===== config.mk =====
export PLATFORM = sky130hd
export DESIGN_NAME = bdf_sqrt
export DESIGN_NICKNAME = d
export VERILOG_FILES = /design/src/design/bdf_pkg.sv /design/src/design/bdf_sqrt.sv
export SDC_FILE = /design/constraint.sdc
export NUM_CORES = 2
export LEC_CHECK = 0
export ABC_CLOCK_PERIOD_IN_PS = 24300
export BUFFER_PORTS_ARGS = -buffer_cell sky130_fd_sc_hd__clkbuf_2
export CORE_MARGIN = 2
export CORE_UTILIZATION = 30
export DETAILED_ROUTE_END_ITERATION = 8
export GPL_TIMING_DRIVEN = 0
export PLACE_DENSITY = 0.47
export SYNTH_ARGS = -nofsm -noshare
export SYNTH_HDL_FRONTEND = slang
export SYNTH_SLANG_ARGS = --single-unit

===== constraint.sdc =====
create_clock -name clk -period 24.3 [get_ports clk]
set_input_delay 2.43 -clock clk [delete_from_list [all_inputs] [get_ports clk]]
set_output_delay 2.43 -clock clk [all_outputs]
set_load 0.1 [all_outputs]

===== src/design/bdf_pkg.sv =====
// Package: types, constants and the square-root step for the box distance field core.
package bdf_pkg;

	localparam int GRID_DIM_DEF  = 256;
	localparam int FRAC_BITS_DEF = 8;
	localparam int REG_W  = 21;
	localparam int CELL_W = 8;
	localparam int DIST_W = 22;
	localparam int REG_CNT = 6;
	localparam int CRD_W  = 23;
	localparam int SQ_W   = 48;
	localparam int SQS_W  = 50;
	localparam int ROOT_W = 25;
	localparam int SQRT_STEPS = SQS_W / 2;
	localparam int SQRT_STG = 5;
	localparam int STEPS_PER_STG = SQRT_STEPS / SQRT_STG;

	localparam logic [2:0] ADDR_LO_X = 3'd0;
	localparam logic [2:0] ADDR_LO_Y = 3'd1;
	localparam logic [2:0] ADDR_LO_Z = 3'd2;
	localparam logic [2:0] ADDR_HI_X = 3'd3;
	localparam logic [2:0] ADDR_HI_Y = 3'd4;
	localparam logic [2:0] ADDR_HI_Z = 3'd5;

	localparam logic [2:0] REG_INSIDE = 3'd0;
	localparam logic [2:0] REG_FACE_X = 3'd1;
	localparam logic [2:0] REG_FACE_Y = 3'd2;
	localparam logic [2:0] REG_FACE_Z = 3'd3;
	localparam logic [2:0] REG_EDGE_X = 3'd4;
	localparam logic [2:0] REG_EDGE_Y = 3'd5;
	localparam logic [2:0] REG_EDGE_Z = 3'd6;
	localparam logic [2:0] REG_CORNER = 3'd7;

	typedef struct packed {
		logic [CELL_W-1:0] cell_x;
		logic [CELL_W-1:0] cell_y;
		logic [CELL_W-1:0] cell_z;
	} cmd_t;

	typedef struct packed {
		logic signed [DIST_W-1:0] distance;
		logic [2:0]               region;
	} res_t;

	typedef struct packed {
		logic signed [REG_W-1:0] lo_x;
		logic signed [REG_W-1:0] lo_y;
		logic signed [REG_W-1:0] lo_z;
		logic signed [REG_W-1:0] hi_x;
		logic signed [REG_W-1:0] hi_y;
		logic signed [REG_W-1:0] hi_z;
	} box_t;

	// square-root working state
	typedef struct packed {
		logic [SQS_W-1:0]  rem;
		logic [ROOT_W-1:0] root;
	} sqrt_t;

	// one restoring digit, step k counted from the top pair
	function automatic sqrt_t sqrt_step(sqrt_t s, logic [SQS_W-1:0] v, int k);
		sqrt_t r;
		logic [SQS_W+1:0] trial;
		logic [SQS_W+1:0] cur;
		r = s;
		cur = {s.rem[SQS_W-1:0], v[SQS_W-1-2*k -: 2]};
		trial = {{(SQS_W-ROOT_W){1'b0}}, s.root, 2'b01};
		if (cur >= trial) begin
			r.rem  = SQS_W'(cur - trial);
			r.root = {s.root[ROOT_W-2:0], 1'b1};
		end else begin
			r.rem  = SQS_W'(cur);
			r.root = {s.root[ROOT_W-2:0], 1'b0};
		end
		return r;
	endfunction

endpackage


===== src/design/bdf_sqrt.sv =====
// Pipelined integer square root with rounding, a few digits per stage.
module bdf_sqrt (
	input  logic                               clk,
	input  logic                               arst_n,
	input  logic                               in_valid,
	input  logic [bdf_pkg::SQS_W-1:0]          value,
	input  logic [2:0]                         in_region,
	input  logic signed [bdf_pkg::CRD_W-1:0]   in_face,
	output logic                               out_valid,
	output logic [2:0]                         out_region,
	output logic signed [bdf_pkg::CRD_W-1:0]   out_face,
	output logic [bdf_pkg::ROOT_W:0]           root
);
	localparam int NS = bdf_pkg::SQRT_STG;
	localparam int PS = bdf_pkg::STEPS_PER_STG;

	bdf_pkg::sqrt_t             st_q  [NS+1];
	logic [bdf_pkg::SQS_W-1:0]  val_q [NS+1];
	logic [2:0]                 rg_q  [NS+1];
	logic signed [bdf_pkg::CRD_W-1:0] fd_q [NS+1];
	logic                       v_q   [NS+1];

	always_comb begin
		st_q[0]  = '0;
		val_q[0] = value;
		rg_q[0]  = in_region;
		fd_q[0]  = in_face;
		v_q[0]   = in_valid;
	end

	for (genvar g = 0; g < NS; g++) begin : g_stg
		bdf_pkg::sqrt_t nx;
		always_comb begin
			nx = st_q[g];
			for (int k = 0; k < PS; k++) nx = bdf_pkg::sqrt_step(nx, val_q[g], g*PS + k);
		end
		always_ff @(posedge clk or negedge arst_n) begin
			if (!arst_n) v_q[g+1] <= 1'b0;
			else         v_q[g+1] <= v_q[g];
		end
		always_ff @(posedge clk) begin
			st_q[g+1]  <= nx;
			val_q[g+1] <= val_q[g];
			rg_q[g+1]  <= rg_q[g];
			fd_q[g+1]  <= fd_q[g];
		end
	end

	// round up when remainder exceeds root
	assign root = (st_q[NS].rem > bdf_pkg::SQS_W'(st_q[NS].root))
		? {1'b0, st_q[NS].root} + 1'b1 : {1'b0, st_q[NS].root};
	assign out_valid  = v_q[NS];
	assign out_region = rg_q[NS];
	assign out_face   = fd_q[NS];
endmodule


==> metrics.yaml <==
grt:
  grt_overflow_total: 0
  grt_pass1_wl_um: 333000
  first_global_vias: 54662
  antenna_found_initial: 3
  grt_max_degree: 15
  grt_usage_pct: 22.1
critical_path:
  cpMostUsedCell: "a21oi_1"
  crit_type: "flip-flop to flip-flop"
  cpPeakStageDelay_ns: 0.58
  end_kind: "flip-flop"
  critical-path-top-delay-family: "simple AND/OR/NAND/NOR gates"
  critical_path_buf_inv_count: 19
  required_ns: 24.87
  cp-start-kind: "flip-flop"
  worst-endpoint-arrival_ns: 23.34
  slowest_stage: "buf_1"
  critPathMaxFanout: 10
timing:
  hold_violations: 0
  period_needed_ns: 22.78
  period_share_pct: 93.7
  max_freq_mhz: 43.9
  slew-limit-headroom_pct: 18.2
  whs_ns: 0.312
  rsz0062_at_grt: "false"
  maxSlewViolCount: 0
  setup_viol: 0
  tightest_slew_ns: 1.22
  final.setup.worst_slack_ns: 1.52
  fin_setup_tns_ns: 0
  finClkSkew_ns: 0.0274
yosys:
  synth.most_common_cell: "nor2_1"
  ys_seq_area_share_pct: 19.9
  yosys_warnings: 0
  synth_commonest_cells: "nor2_1 (679), nand2_1 (664), a21oi_1 (617), dfxtp_1 (555), xnor2_1 (555)"
  netlist_area_mm2: 0.0565
  yosys.area.top_type: "dfxtp_1"
  synth-main-ff-cell: "dfxtp_1"
  yosysTopAreaCellShare_pct: 19.7
  ys_async_sr_fraction_pct: 0.893
  synth.ff_latch_count: 560
  synth_cells: 7615
  netlist_top_cells_area: "dfxtp_1 (20%), xnor2_1 (8.6%), ha_1 (8.3%), a21oi_1 (5.5%), xor2_1 (4.8%)"
  synth_edf_count: 0
  ys_types: 127
  syn_area_per_cell_um2: 7.42
routing:
  first_iter_violations: 4690
  avgRoutedWirePerCell_um: 21.3
  drt.antenna.violating_nets: 0
  drc_errors: 0
  via_per_inst: 5.60
  num_vias: 58143
  dr.pass1.iters: 6
  wirelength_um: 221000
clock_tree:
  cts_tree: "built"
  clkSinkCount: 560
  cts_buffers: 68
  clock_latency_ns: 0.69
  cts_root_buf: "clkbuf_16"
  clkTransAtPathRegs_ns: 0.06
  ctsHoldBuffers: 0
  htree_levels: 3
  clockBufferDepth: 3
  cts_setup_buffers: 0
power_and_ir_drop:
  ir_drop_v: 0.0000521
  pwr-share-comb_pct: 59.8
  seqPwrFrac_pct: 21.8
  p_int_mw: 2.90
  pwr-share-clk_pct: 18.4
  p_sw_share_pct: 49.6
  leakagePower_nw: 25.4
  p_per_area_mw_per_mm2: 91.6
  p_switching_mw: 2.85
placement:
  dp.cells: 10241
  port_buffers: 130
  routabilityCongestion: 0.934
  dp_hpwl_um: 183000
  dp_slack_ns: -0.338
  dpl_cell_area_mm2: 0.0603
flow_run:
  cap_violations: 0
floorplan:
  initial_core_util_pct: 30.2
  fp.dieW_um: 438
  row_count: 159
  fp.dieH_um: 438
  ios: 132
  core_area_mm2: 0.187
  die_area_mm2: 0.192
run_status:
  run_status: "finished, final reports clean"
cells_and_area:
  layoutNonFillerInstCount: 10377
  area_growth_pct: 11.0
  fin_nets: 8272
  drive_gt1_share_pct: 7.50
  fin_area_mm2: 0.0627
min_path:
  min_path_type: "flip-flop to flip-flop"
-- worst paths after layout --
check / cells past startpoint / from / slack (ns) / to
min in group asynchronous: 1 / arst_n / 1.55 / v_q[3]
hold reg to reg: 0 / val_q[158] / 0.31 / val_q[108]
setup / recovery: 89 / st_q[83] / 1.52 / st_q[41]
max in group asynchronous: 1 / arst_n / 22.61 / v_q[2]
setup reg to reg: 89 / st_q[83] / 1.52 / st_q[41]
hold / removal: 0 / val_q[158] / 0.31 / val_q[108]
-- state kept, by name, summed over array words and instances (netlist names) --
name        count
st_q          325
val_q         100
fd_q           92
out_face       23
rg_q           12
v_q             4
out_region      3
out_valid       1
-- cells by family after synthesis --
kind of cell    count (synthesis)  synth area share, %
simple gates                 3085                 28.8
buf+inv                       587                 4.32
fa+ha+maj                     377                 8.35
compound gates               2049                 23.5
mux                            87                 1.64
other cells                     1              0.00663
flops                         560                 19.9
xor+xnor                      869                 13.5
-- worst register-to-register path, delay by kind of cell (launching register included) --
| kind | cells | cell delay, ns |
|---|---|---|
| mux | 3 | 1.19 |
| compound gates | 32 | 6.07 |
| fa+ha+maj | 5 | 1.78 |
| flops | 1 | 0.37 |
| simple gates | 30 | 6.64 |
| buf+inv | 19 | 6.63 |
-- stage by stage --
stage	power (mW)	utilization [%]
2_1_floorplan	3.69	-
3_3_place_gp	4.63	32.2
3_5_place_dp	4.65	32.2
4_1_cts	5.75	33.4
5_1_grt	6.16	33.5
6_report	5.75	33.5
-- power groups by stage --
stage / Clock [mW] / Combinational, mW / Sequential, mW
floorplan: 0 / 2.49 / 1.20
global placement: 0 / 3.36 / 1.27
detailed placement: 0 / 3.37 / 1.27
CTS: 1.10 / 3.39 / 1.25
global route: 1.14 / 3.75 / 1.27
finish: 1.06 / 3.44 / 1.25
-- layout by cell type (no fill, tap or decap), types with 34 or more instances in the layout --
master and count:
a21o_1 202, nand4b_1 34, nand4_1 172, clkbuf_16 69
dfxtp_1 555, nor4_1 121, nand3_1 261, and3_1 99
buf_2 47, o21a_1 57, a211oi_1 65, or3_1 118
buf_4 37, inv_1 278, mux2_2 43, or2_2 64
nor2_1 679, o211ai_1 61, xnor2_1 555, a31oi_1 80
a21oi_1 617, clkbuf_2 143, and4_1 42, nand2_1 663
clkbuf_1 181, o21ai_0 405, ha_1 377, mux2i_1 40
nand2b_1 111, o31ai_1 66, or4_1 72, xor2_1 312
o21bai_1 71, and2_1 90, nor2b_1 69, nor3_1 277
-- final cells by class --
class	count	area, um2
Timing Repair Buffer	130	651
Fill cell	20336	125000
Antenna cell	15	37.5
Multi-Input combinational cell	6469	42900
Clock buffer	88	1880
Buffer	297	1370
Inverter	290	1090
Tap cell	2495	3120
Sequential cell	560	11200
Clock inverter	33	437
-- routing by layer --
metal  wire [um]  GRT usage, %  vias to the layer above  share of wire [%]
met5           0             0                        -                  0
met1      101000          29.7                    27982                 46
met4        6310          6.41                        0                2.9
met2      104000          37.4                     1600                 47
met3       10100          2.13                      210                4.5
li1            -             -                    28351                  -
-- repair_timing --
item                       4_1_cts  5_1_grt
gates cloned                     0        0
resized for setup                3       26
setup endpoints to repair       51       51
(Power assumes the default switching activity.)
